`src/hdl/pesd_pkg.sv`:
```
// ----------------------------------------------------------------------------
// Pose error package
// Constants, the arctangent table, shared types and depth helpers.
// ----------------------------------------------------------------------------
`timescale 1ns / 1ps

package pesd_pkg;

	localparam int OUT_WIDTH          = 22;
	localparam int OUT_MAX            = 2097151;
	localparam int DIST_WIDTH         = 21;
	localparam int Z_WIDTH            = 27;
	localparam int MOD_WIDTH          = 17;
	localparam int FINE_WIDTH         = 25;
	localparam int TURN_UNITS         = 92160;
	localparam int HALF_TURN_UNITS    = 46080;
	localparam int FINE_HALF          = 11796480;
	localparam int FINE_QUARTER       = 5898240;
	localparam int FINE_THREE_QUARTER = 17694720;
	localparam int TURN_LOW_BITS      = 11;
	localparam int TURN_ODD           = 45;
	localparam int RECIP_45           = 93207;
	localparam int RECIP_SHIFT        = 22;

	// Side-band that travels with an item through the late stages.
	typedef struct packed {
		logic                  valid;
		logic                  mode;
		logic [7:0]            low;
		logic [DIST_WIDTH-1:0] mag;
	} side_t;

	// Arctangent of 2^-i in units of 2^-16 degree, rounded to nearest.
	function automatic logic [21:0] atan_fine(input int idx);
		logic [21:0] val;
		case (idx)
			0: val = 22'd2949120;
			1: val = 22'd1740967;
			2: val = 22'd919879;
			3: val = 22'd466945;
			4: val = 22'd234379;
			5: val = 22'd117304;
			6: val = 22'd58666;
			7: val = 22'd29335;
			8: val = 22'd14668;
			9: val = 22'd7334;
			10: val = 22'd3667;
			11: val = 22'd1833;
			12: val = 22'd917;
			13: val = 22'd458;
			14: val = 22'd229;
			15: val = 22'd115;
			16: val = 22'd57;
			17: val = 22'd29;
			18: val = 22'd14;
			19: val = 22'd7;
			20: val = 22'd4;
			21: val = 22'd2;
			22: val = 22'd1;
			default: val = 22'd0;
		endcase
		return val;
	endfunction

	// Stage count of the shared iteration span (root and bearing).
	function automatic int pesd_depth(input int pos_width, input int cordic_steps);
		return (cordic_steps > pos_width + 2) ? cordic_steps : pos_width + 2;
	endfunction

	// Cycles from an accepted beat to its result strobe.
	function automatic int pesd_latency(input int pos_width, input int cordic_steps);
		return pesd_depth(pos_width, cordic_steps) + 8;
	endfunction

endpackage

```
`src/hdl/pesd_mod.sv`:
```
// ----------------------------------------------------------------------------
// Pose error turn reduction
// Reduces a signed angle in 1/256 degree to the range of one turn
// (0 to 92159) in four pipeline stages, carrying the side-band along.
// ----------------------------------------------------------------------------
`timescale 1ns / 1ps

module pesd_mod #(
	parameter int VW = 26
) (
	input  logic                            clk,
	input  logic                            arst_n,
	input  logic signed [VW-1:0]            angle_in,
	input  pesd_pkg::side_t                 side_in,
	output logic [pesd_pkg::MOD_WIDTH-1:0]  turn_out,
	output pesd_pkg::side_t                 side_out
);
	import pesd_pkg::*;

	localparam int UW = VW + 1;
	localparam longint OFFSET =
		(((longint'(1) <<< (VW-1)) + TURN_UNITS - 1) / TURN_UNITS) * TURN_UNITS;

	logic [UW-1:0]  biased;
	logic [23:0]    q_s1;
	logic [10:0]    lo_s1;
	logic [12:0]    sum_s2;
	logic [10:0]    lo_s2;
	logic [29:0]    prod_s3;
	logic [12:0]    sum_s3;
	logic [10:0]    lo_s3;
	logic [7:0]     quot;
	logic [12:0]    rest;
	logic [MOD_WIDTH-1:0] turn_s4;
	side_t          side_s1;
	side_t          side_s2;
	side_t          side_s3;
	side_t          side_s4;

	// Bias by whole turns so the value is never negative.
	assign biased = UW'(angle_in) + UW'(OFFSET);

	// The turn is 2048 * 45; since 4096 leaves 1 modulo 45, the
	// 12-bit chunks of the upper part may simply be added.
	always_ff @(posedge clk) begin
		q_s1    <= 24'(biased[UW-1:TURN_LOW_BITS]);
		lo_s1   <= biased[TURN_LOW_BITS-1:0];
		sum_s2  <= 13'(q_s1[11:0]) + 13'(q_s1[23:12]);
		lo_s2   <= lo_s1;
		prod_s3 <= 30'(sum_s2) * 30'(RECIP_45);
		sum_s3  <= sum_s2;
		lo_s3   <= lo_s2;
		turn_s4 <= {rest[5:0], lo_s3};
	end

	// Reciprocal quotient is exact for all 13-bit sums.
	assign quot = prod_s3[29:RECIP_SHIFT];
	assign rest = sum_s3 - 13'(quot) * 13'(TURN_ODD);

	// Side-band follows the data stage by stage.
	always_ff @(posedge clk or negedge arst_n) begin
		if (!arst_n) begin
			side_s1 <= '0;
			side_s2 <= '0;
			side_s3 <= '0;
			side_s4 <= '0;
		end else begin
			side_s1 <= side_in;
			side_s2 <= side_s1;
			side_s3 <= side_s2;
			side_s4 <= side_s3;
		end
	end

	assign turn_out = turn_s4;
	assign side_out = side_s4;

endmodule

```
`config.mk`:
```
export PLATFORM = sky130hd
export DESIGN_NAME = pesd_mod
export DESIGN_NICKNAME = d
export VERILOG_FILES = /design/src/hdl/pesd_pkg.sv /design/src/hdl/pesd_mod.sv
export SDC_FILE = /design/constraint.sdc
export NUM_CORES = 1
export LEC_CHECK = 0
export ABC_CLOCK_PERIOD_IN_PS = 5400
export CAP_MARGIN = 20
export CORE_ASPECT_RATIO = 0.7
export CORE_UTILIZATION = 40
export DETAILED_ROUTE_END_ITERATION = 8
export DONT_BUFFER_PORTS = 1
export GPL_TIMING_DRIVEN = 0
export SLEW_MARGIN = 10
export SYNTH_ARGS = -nofsm -noshare
export SYNTH_HDL_FRONTEND = slang
export SYNTH_SLANG_ARGS = --single-unit
```
`constraint.sdc`:
```
create_clock -name clk -period 5.4 [get_ports clk]
set_input_delay 1.35 -clock clk [delete_from_list [all_inputs] [get_ports clk]]
set_output_delay 1.35 -clock clk [all_outputs]
set_load 0.01 [all_outputs]
```
==> metrics.txt <==
run status finished clean; endpoint type of the worst setup path flop; number of rows in the core area 45; # DRC 0; number of H-tree levels 1; area of the die 23,540 µm²; fraction of the cycle the final worst path needs 86.14%; final-report setup violation count 0; WS Path Type reg -> reg; dominant combinational cell family by area after synthesis adder cells; Synth Cell Area 9168 µm²; worst setup skew after layout 13.45 ps; EDFF count, synth 0; remaining number of nets flagged by the antenna check after routing 0; CP Data Required Time 5800 ps; arrival time reported for the critical path endpoint 5050 ps; clock root cell sky130_fd_sc_hd__clkbuf_16; fraction of registers with async set or reset after synthesis 57.67%; Post-Route WL 14,980 µm; endpoints failing hold 0; per-cell via count in the routed design 4.362; summed negative setup slack over all endpoints 0 ps; count of input and output buffers 0; final standard cell utilization of the core 46.14%; total number of vias 4,449; placeable core area 22,070 µm²; clk sink count 215; worst skew pair latency 470 ps; Unique masters post-synth 33; maximum number of buffers from clock root to sink 3; share of synthesized area spent on multiplexers 0%; wire length of the first global-routing pass 24,780 µm; RD Place Congestion 0.8226; Min Hold Slack 325.2 ps; headroom to the max-slew limit 65.42%; mean routed wirelength per cell 14.69 µm; Post-CTS Hold Fix Bufs 0; CTS clock-pin slew for the worst setup and hold paths 70 ps; number of instances resized during post-cts repair 0; clock tree from TritonCTS yes; Least-Margin Pin Slew 518.0 ps; Hold Crit Class reg -> reg; net count of the finished layout 937; fraction of final layout cells with drive strength greater than 1 5.322%; synthesized netlist net count 917; final number of max-transition violations 0; vertical die dimension 128.7 µm; yosys warns 0; largest net degree at the start of global routing 125; sum of overflow across all layers after global routing 0; Synth Register Bits 215; Starting DRT DRC Count 149; area added between synthesis and finish 11.08%; startpoint class of the critical path flop; Ports 107; clock buffers created by TritonCTS 18; cell count after placement 987; mean instance size in the synthesized netlist 13.44 µm²; achievable clock frequency 0.2150 GHz; number of global-route vias before repair 4,789; top_reg_cell synth sky130_fd_sc_hd__dfrtp_1; effective utilization at floorplan 41.54%; Final HPWL DP 11,950 µm; synthesized-area fraction occupied by adder cells 29.18%; Overall Global Routing Usage 13.37%; filler-free cell count of the finished design 1,020; maximum fanout along the worst path 5; Synth Area in Compound Gates 3.781%; number of violations of the max-capacitance limit 0; synthesized instance count 682; part of the Yosys area used for sequential elements 53.72%; Post-CTS Setup Repair Bufs 0; Period minus WS final 4652 ps; Die W 182.9 µm; Synth Area in XOR/XNOR 4.395%; number of antenna violations at the first check in global routing 1; Pre-Repair DR Iteration Count 4; post-synthesis simple-gate area fraction 3.194%; RSZ-0062 raised after global routing false
logic make-up (layout without fill, tap and decap cells):
logic type,after synthesis,count (layout)
XOR/XNOR,46,46
buffers and inverters,140,172
AND/OR/NAND/NOR,56,56
adder cells (fa/ha/maj),176,176
AO/OA/AOI/OAI,49,49
flip-flops,215,215
other,0,1
through the flow:
step | setup WS [ps] | area (µm²)
finish | 748.2 | 10180
global route | 471.9 | 10180
CTS | 720.3 | 10180
detailed placement | 746.4 | 9549
global placement | 768.2 | 9549
floorplan | 1085 | 9168
layout by cell type (no fill, tap or decap), types with 4 or more instances in the layout:
cell type,instances
sky130_fd_sc_hd__a21o_1,9
sky130_fd_sc_hd__a21oi_1,15
sky130_fd_sc_hd__and3_1,6
sky130_fd_sc_hd__clkbuf_16,20
sky130_fd_sc_hd__dfrtp_1,124
sky130_fd_sc_hd__dfxtp_1,91
sky130_fd_sc_hd__fa_1,63
sky130_fd_sc_hd__ha_1,113
sky130_fd_sc_hd__inv_1,139
sky130_fd_sc_hd__nand2_1,12
sky130_fd_sc_hd__nand3_1,7
sky130_fd_sc_hd__nand4_1,9
sky130_fd_sc_hd__nor2_1,9
sky130_fd_sc_hd__nor2b_1,4
sky130_fd_sc_hd__o21a_1,4
sky130_fd_sc_hd__o21ai_0,4
sky130_fd_sc_hd__o21ai_1,5
sky130_fd_sc_hd__xnor2_1,35
sky130_fd_sc_hd__xor2_1,11
sequential cells by signal, indices dropped and copies added (netlist names):
| signal | cells |
|---|---|
| lo_s1 | 11 |
| lo_s2 | 11 |
| lo_s3 | 11 |
| prod_s3 | 6 |
| q_s1 | 16 |
| side_out | 31 |
| side_s1 | 31 |
| side_s2 | 31 |
| side_s3 | 31 |
| sum_s2 | 13 |
| sum_s3 | 6 |
| turn_out | 17 |
routing by layer:
layer	part of all wire [%]	track usage [%]	wire, µm	vias up
met5	0	0	0	-
met4	1.2	2.353	173	0
met3	5.0	3.170	753	14
met2	43	19.79	6437	90
met1	51	20.13	7614	2170
li1	-	-	-	2175
worst paths after layout:
kind                                          from                    end  slack [ps]  depth (start not counted)
worst min-delay path              lo_s1[6]$_DFF_P_       lo_s2[6]$_DFF_P_         330                          0
worst max register to register  sum_s2[10]$_DFF_P_    prod_s3[25]$_DFF_P_         750                         16
worst min register to register    lo_s1[6]$_DFF_P_       lo_s2[6]$_DFF_P_         330                          0
max in group asynchronous                   arst_n  side_out[4]$_DFF_PN0_        4650                          0
min in group asynchronous                   arst_n  side_s2[27]$_DFF_PN0_         580                          0
worst max-delay path            sum_s2[10]$_DFF_P_    prod_s3[25]$_DFF_P_         750                         16
cells in the mapped netlist (4+ instances only):
cell,count,area (µm²)
sky130_fd_sc_hd__o21ai_1,5,25.02
sky130_fd_sc_hd__fa_1,63,1261
sky130_fd_sc_hd__nor2_1,9,33.78
sky130_fd_sc_hd__a21o_1,9,67.56
sky130_fd_sc_hd__a21oi_1,15,75.07
sky130_fd_sc_hd__ha_1,113,1414
sky130_fd_sc_hd__xnor2_1,35,306.5
sky130_fd_sc_hd__inv_1,139,521.8
sky130_fd_sc_hd__dfrtp_1,124,3103
sky130_fd_sc_hd__nor2b_1,4,25.02
sky130_fd_sc_hd__nand2_1,12,45.04
sky130_fd_sc_hd__nand3_1,7,35.03
sky130_fd_sc_hd__o21ai_0,4,20.02
sky130_fd_sc_hd__dfxtp_1,91,1822
sky130_fd_sc_hd__xor2_1,11,96.34
sky130_fd_sc_hd__nand4_1,9,56.30
sky130_fd_sc_hd__o21a_1,4,30.03
sky130_fd_sc_hd__and3_1,6,37.54
critical path, stage by stage, from the launching register on:
cell and delay, ps:
sky130_fd_sc_hd__dfxtp_1 390, sky130_fd_sc_hd__fa_1 560, sky130_fd_sc_hd__inv_1 60, sky130_fd_sc_hd__fa_1 470, sky130_fd_sc_hd__inv_1 50, sky130_fd_sc_hd__fa_1 490
sky130_fd_sc_hd__inv_1 50, sky130_fd_sc_hd__fa_1 510, sky130_fd_sc_hd__fa_1 580, sky130_fd_sc_hd__inv_1 60, sky130_fd_sc_hd__ha_1 300, sky130_fd_sc_hd__nand4_1 130
sky130_fd_sc_hd__nor2_1 90, sky130_fd_sc_hd__o31ai_4 180, sky130_fd_sc_hd__o2111ai_2 190, sky130_fd_sc_hd__a221oi_2 310, sky130_fd_sc_hd__xnor2_1 140
final cells by class:
class	count	area [µm²]
fillers	1998	11890
flip-flops and latches	215	4925
multi-input cells	327	3717
inverters	140	525.5
clock buffers	23	521.8
well taps	305	381.6
clock inverters	9	110.1
diodes	1	2.502
Power is left out: the tool's default activity adds up to more than one toggle a clock period on the data nets, which glitch-free logic cannot reach.
