===== config.mk =====
export PLATFORM = sky130hd
export DESIGN_NAME = pesd_sqrt
export DESIGN_NICKNAME = d
export VERILOG_FILES = /design/src/hdl/pesd_pkg.sv /design/src/hdl/pesd_sqrt.sv
export SDC_FILE = /design/constraint.sdc
export NUM_CORES = 2
export LEC_CHECK = 0
export BUFFER_PORTS_ARGS = -buffer_cell sky130_fd_sc_hd__buf_2
export CAP_MARGIN = 10
export CELL_PAD_IN_SITES_DETAIL_PLACEMENT = 2
export CELL_PAD_IN_SITES_GLOBAL_PLACEMENT = 2
export CORE_ASPECT_RATIO = 2
export CORE_UTILIZATION = 38
export CTS_CLUSTER_SIZE = 20
export DETAILED_ROUTE_END_ITERATION = 6
export PLACE_DENSITY = 0.74
export SLEW_MARGIN = 20
export SYNTH_ARGS = -nofsm -noshare
export SYNTH_HDL_FRONTEND = slang
export SYNTH_SLANG_ARGS = --single-unit

===== constraint.sdc =====
create_clock -name clk -period 8.5 [get_ports clk]
set_clock_uncertainty 0.15 [all_clocks]
set_input_delay 0.85 -clock clk [delete_from_list [all_inputs] [get_ports clk]]
set_output_delay 0.85 -clock clk [all_outputs]
set_load 0.02 [all_outputs]

===== src/hdl/pesd_pkg.sv =====
// ----------------------------------------------------------------------------
// Pose error package
// Constants, the arctangent table, shared types and depth helpers.
// ----------------------------------------------------------------------------
`timescale 1ns / 1ps

package pesd_pkg;

	localparam int OUT_WIDTH          = 22;
	localparam int OUT_MAX            = 2097151;
	localparam int DIST_WIDTH         = 21;
	localparam int Z_WIDTH            = 27;
	localparam int MOD_WIDTH          = 17;
	localparam int FINE_WIDTH         = 25;
	localparam int TURN_UNITS         = 92160;
	localparam int HALF_TURN_UNITS    = 46080;
	localparam int FINE_HALF          = 11796480;
	localparam int FINE_QUARTER       = 5898240;
	localparam int FINE_THREE_QUARTER = 17694720;
	localparam int TURN_LOW_BITS      = 11;
	localparam int TURN_ODD           = 45;
	localparam int RECIP_45           = 93207;
	localparam int RECIP_SHIFT        = 22;

	// Side-band that travels with an item through the late stages.
	typedef struct packed {
		logic                  valid;
		logic                  mode;
		logic [7:0]            low;
		logic [DIST_WIDTH-1:0] mag;
	} side_t;

	// Arctangent of 2^-i in units of 2^-16 degree, rounded to nearest.
	function automatic logic [21:0] atan_fine(input int idx);
		logic [21:0] val;
		case (idx)
			0: val = 22'd2949120;
			1: val = 22'd1740967;
			2: val = 22'd919879;
			3: val = 22'd466945;
			4: val = 22'd234379;
			5: val = 22'd117304;
			6: val = 22'd58666;
			7: val = 22'd29335;
			8: val = 22'd14668;
			9: val = 22'd7334;
			10: val = 22'd3667;
			11: val = 22'd1833;
			12: val = 22'd917;
			13: val = 22'd458;
			14: val = 22'd229;
			15: val = 22'd115;
			16: val = 22'd57;
			17: val = 22'd29;
			18: val = 22'd14;
			19: val = 22'd7;
			20: val = 22'd4;
			21: val = 22'd2;
			22: val = 22'd1;
			default: val = 22'd0;
		endcase
		return val;
	endfunction

	// Stage count of the shared iteration span (root and bearing).
	function automatic int pesd_depth(input int pos_width, input int cordic_steps);
		return (cordic_steps > pos_width + 2) ? cordic_steps : pos_width + 2;
	endfunction

	// Cycles from an accepted beat to its result strobe.
	function automatic int pesd_latency(input int pos_width, input int cordic_steps);
		return pesd_depth(pos_width, cordic_steps) + 8;
	endfunction

endpackage


===== src/hdl/pesd_sqrt.sv =====
// ----------------------------------------------------------------------------
// Pose error distance root
// Squares the offsets, sums them and takes a rounded integer square root
// one result bit per pipeline stage.
// ----------------------------------------------------------------------------
`timescale 1ns / 1ps

module pesd_sqrt #(
	parameter int POS_WIDTH = 20,
	parameter int DEPTH     = 22
) (
	input  logic                   clk,
	input  logic signed [POS_WIDTH:0] dx,
	input  logic signed [POS_WIDTH:0] dy,
	output logic [POS_WIDTH+1:0]   root
);
	import pesd_pkg::*;

	localparam int RW = POS_WIDTH + 1;
	localparam int NW = 2 * POS_WIDTH + 2;

	logic [NW-1:0] sqx_s0;
	logic [NW-1:0] sqy_s0;
	logic [NW-1:0] n_s    [DEPTH+1];
	logic [RW+1:0] rem_s  [DEPTH+1];
	logic [RW-1:0] root_s [DEPTH+1];

	// Squares of the signed offsets are never negative; the operands are
	// widened first so the product keeps all of its bits.
	always_ff @(posedge clk) begin
		sqx_s0 <= NW'($unsigned(NW'(dx) * NW'(dx)));
		sqy_s0 <= NW'($unsigned(NW'(dy) * NW'(dy)));
	end

	assign n_s[0]    = '0;
	assign rem_s[0]  = '0;
	assign root_s[0] = '0;

	for (genvar k = 0; k < DEPTH; k++) begin : g_stage
		if (k == 0) begin : g_sum
			// First stage forms the sum of squares.
			always_ff @(posedge clk) begin
				n_s[1]    <= sqx_s0 + sqy_s0;
				rem_s[1]  <= '0;
				root_s[1] <= '0;
			end
		end else if (k <= RW) begin : g_bit
			localparam int B = RW - k;
			logic [RW+3:0] trial;
			logic [RW+3:0] sub;
			logic          take;
			// Restoring step on the next pair of radicand bits.
			always_comb begin
				trial = {rem_s[k], n_s[k][2*B+1:2*B]};
				sub   = (RW+4)'({root_s[k], 2'b01});
				take  = (trial >= sub);
			end
			always_ff @(posedge clk) begin
				n_s[k+1]    <= n_s[k];
				rem_s[k+1]  <= take ? (RW+2)'(trial - sub) : (RW+2)'(trial);
				root_s[k+1] <= {root_s[k][RW-2:0], take};
			end
		end else begin : g_pass
			always_ff @(posedge clk) begin
				n_s[k+1]    <= n_s[k];
				rem_s[k+1]  <= rem_s[k];
				root_s[k+1] <= root_s[k];
			end
		end
	end

	// Round to nearest with ties upward: remainder above root rounds up.
	assign root = (rem_s[DEPTH] > {2'b00, root_s[DEPTH]}) ?
		(RW+1)'(root_s[DEPTH]) + (RW+1)'(1) : (RW+1)'(root_s[DEPTH]);

endmodule


==> summary by stage <==
Synthesis
After Yosys synthesis, XOR and XNOR cells account for 5.90% of the synthesized area. The synthesized netlist devotes roughly 32% of its cell area to adder and majority cells. The part of the Yosys area used for sequential elements is 33.0%. The number of synthesized flops with an enable pin is 0. The average instance in the mapped netlist occupies about 9.8 sq um. By area, the combinational part of the netlist is dominated by adder cells. The proportion of register bits with asynchronous set or reset after synthesis is 0%. After technology mapping, the gate count stands at between 7000 and 8000.

The total nets after synthesis is ~9100. The count of unique library cells instantiated by Yosys is 86. Summing the areas of all compound-gate instances in the mapped netlist gives approximately 8.5% of the synthesized area. Measured against the total synthesized area, the mux share comes to less than 1%. The prevailing post-synth register cell is sky130_fd_sc_hd__dfxtp_1. After Yosys synthesis, and, or, nand and nor cells account for 11.6% of the synthesized area. The post-synthesis instance area is between 0.07 and 0.08 sq mm.

During synthesis, Yosys emitted a total of 0 warnings. The number of synthesized register bits is around 1200.

STA
The count of final hold-check violations is 0. The relative slew slack is approximately 37%. At the pin with the least slew margin, the transition time is roughly 0.94 ns. Setup repair after global routing left no endpoint under its margin.

The worst path uses about 90% of the clock period. The total negative slack is 0 ns. The number of pins exceeding their max-slew limit in the final report is 0.

The achievable clock frequency is 131 MHz. Setup violations remaining at the end of the flow were counted as 0. For the finished layout, the period the worst path requires is around 7.6 ns.

Global route
The largest net degree at the start of global routing is 36. The aggregate global routing overflow is 0. The number of antenna violations at the first check in global routing came to 10. Global routing used 24.3% of the available tracks across all layers.

The global-route wire length before repair is 362000 um. The via count of the first global-routing pass is about 64000.

Place
Input and output buffers added on the ports amount to 64. At the end of routability-driven placement, the weighted congestion stood at 0.903. Once detailed placement completed, the half-perimeter wirelength came to around 200000 um.

Routing
The iteration count of the initial detailed-routing pass is 5. In this run the remaining antenna-violating nets after routing total 0. The routed length per placed instance is 22.8 um. Dividing the detail-routed via count by the number of cells gives between 5 and 6.

The routed layout has 52700 vias. In the routed design, unresolved DRC markers number 0. The wire length reported by the detailed router is approximately 240000 um. The number of DRC markers in iteration 0 is 1247.

Final layout
The number of fillers in the final layout is around 21000. In the layout the commonest cells are 1498 x sky130_fd_sc_hd__inv_1, 1228 x sky130_fd_sc_hd__dfxtp_1, 837 x sky130_fd_sc_hd__fa_1. In the final design database the tool counted a little over 9000 nets. The synthesis-to-layout area growth is 10.1%. The ratio of cells with drive above 1 in the final layout is approximately 5.7%.

The leading cell type in the layout, fill and taps excluded is sky130_fd_sc_hd__inv_1.

Worst setup path
The worst register-to-register path ends at g_stage[1].g_bit.trial[1]. STA classifies the critical path endpoint as a flip-flop. The critical path is of the input pin to flip-flop type. Setup slack on the worst reg-to-reg path comes out at between 4 and 5 ns. The most numerous cell type found on the critical path is sky130_fd_sc_hd__fa_1.

The launch instance of the worst register-to-register path is sqx_s0[3]. The critical path arrival is 8.14 ns. The data required time at the worst endpoint is 9.00 ns. The delay of the slowest critical-path stage is ~0.55 ns. Counting cells, the worst reg-to-reg path comes to 11.

The critical path launch point type is an input pin. Among all stages on the critical path, the largest delay is contributed by sky130_fd_sc_hd__fa_1. In this run the worst path has a maximum fanout of 10.

Run
The tool flagged a number of max-cap violations equal to 0.

Die
In this run the standard cell core region covers 0.195 sq mm. The site row count is 229. The horizontal extent of the die is roughly 320 um.

During I/O placement, the number of pins put on the boundary was 65. The height of the die is 628 um. The initial utilization of the core area, before any placement, comes to about two fifths.

The floorplan die area is around 0.20 sq mm.

Status
The flow ran to the end, and the final reports show no timing, DRC or antenna violations.

Clocking
The number of buffers added by the clock tree synthesis step is 108. The post-CTS setup-driven buffer insertion count is 0. Clock latency on the worst-skew pair, taken at its later pin, is about 0.75 ns. The H-tree was split into 3 levels. The clock tree root driver cell is sky130_fd_sc_hd__clkbuf_16. The clock drives about 1200 sinks. The CTS tree is built. Gates resized during post-CTS repair numbered 0. The number of buffers inserted by hold repair at cts is 0. The register clock-pin slew on the reported worst setup and hold paths is 0.07 ns.

The maximum count of clock buffers along a single path is 3.

Min path
The startpoint identified for the worst hold timing path is n_s[894]. Along the worst hold path, the cell count comes to 0. The path class of the lowest-slack min-delay path is flip-flop to flip-flop. The endpoint of the worst hold-timing path is n_s[852].
[synthesized netlist by cell type, types with 139 or more instances]
library cell              count  share of area (%)
sky130_fd_sc_hd__nor3_1     139               0.93
sky130_fd_sc_hd__nor2_1     403                2.0
sky130_fd_sc_hd__nand2_1    581                2.9
sky130_fd_sc_hd__fa_1       837                 22
sky130_fd_sc_hd__xnor2_1    307                3.6
sky130_fd_sc_hd__a21oi_1    293                2.0
sky130_fd_sc_hd__dfxtp_1   1228                 33
sky130_fd_sc_hd__xor2_1     193                2.3
sky130_fd_sc_hd__o21ai_0    254                1.7
sky130_fd_sc_hd__inv_1     1499                7.6
sky130_fd_sc_hd__ha_1       570                9.6
sky130_fd_sc_hd__and2_1     149                1.3
[cell families (layout without fill, tap and decap cells)]
| family | after synthesis | count (layout) |
|---|---|---|
| muxes | 41 | 41 |
| DFF | 1228 | 1228 |
| xor gates and xnor gates | 501 | 501 |
| buffers and inverters | 1643 | 1854 |
| AOI/OAI and AO/OA | 1005 | 1005 |
| and+or+nand+nor | 1791 | 1791 |
| adders and majority gates | 1407 | 1407 |
| other | 1 | 34 |
[metal layers]
metal / global-route usage [%] / up-vias / share of wire [%]
met4: 20.2 / 8 / 10
met3: 2.13 / 705 / 1.7
met2: 52.6 / 799 / 62
met5: 0 / - / 0.023
li1: - / 24200 / -
met1: 17.5 / 26900 / 26
[worst max-delay path by stage]
stage	startpoint	end	slack, ns	depth (start not counted)
after floorplan	dy[3]	sqy_s0[41]	0.21	25
after global placement	dx[5]	sqx_s0[40]	0.29	26
after detailed placement	dx[5]	sqx_s0[40]	0.14	26
after CTS	dx[5]	sqx_s0[40]	0.88	26
after global routing	dx[5]	sqx_s0[41]	0.55	28
final	dx[5]	sqx_s0[40]	0.86	26
[stage by stage]
step | hold slack [ns] | utilization (%) | area [sq um] | cells | worst slack (ns)
floorplan | 0.160 | - | 74500 | 7617 | 0.209
global route | 0.143 | 42.1 | 82000 | 10400 | 0.550
finish | 0.151 | 42.2 | 82000 | 10400 | 0.864
CTS | 0.146 | 42.1 | 81900 | 10400 | 0.878
global placement | 0.160 | 40.2 | 78100 | 10200 | 0.292
detailed placement | 0.163 | 40.2 | 78100 | 10200 | 0.138
[state kept, by name, indices dropped and copies added, names as in the netlist]
name and cells:
n_s 420, g_stage.g_bit.trial 472, g_stage.g_bit.sub 210, rem_s 23, sqy_s0 41, root_s 21
sqx_s0 41
[critical path: cells and delay by family]
family | cells | cell delay, ns
AO/OA/AOI/OAI | 8 | 1.83
XOR/XNOR | 1 | 0.13
adder cells (fa/ha/maj) | 8 | 3.77
buffers and inverters | 7 | 1.07
AND/OR/NAND/NOR | 2 | 0.46
[area by class of cell]
cell class                      count  area [sq um]  area share [%]
Antenna cell                       33          82.6           0.101
Clock buffer                      134          2970            3.63
Clock inverter                     65           788           0.961
Inverter                         1502          5640            6.87
Multi-Input combinational cell   4746         43700            53.3
Sequential cell                  1228         24600            30.0
Tap cell                         2541          3180            3.88
Timing Repair Buffer              153          1010            1.24
Power is not shown: default switching activity piles up to over one toggle a cycle in this logic, so the estimate is an artifact.
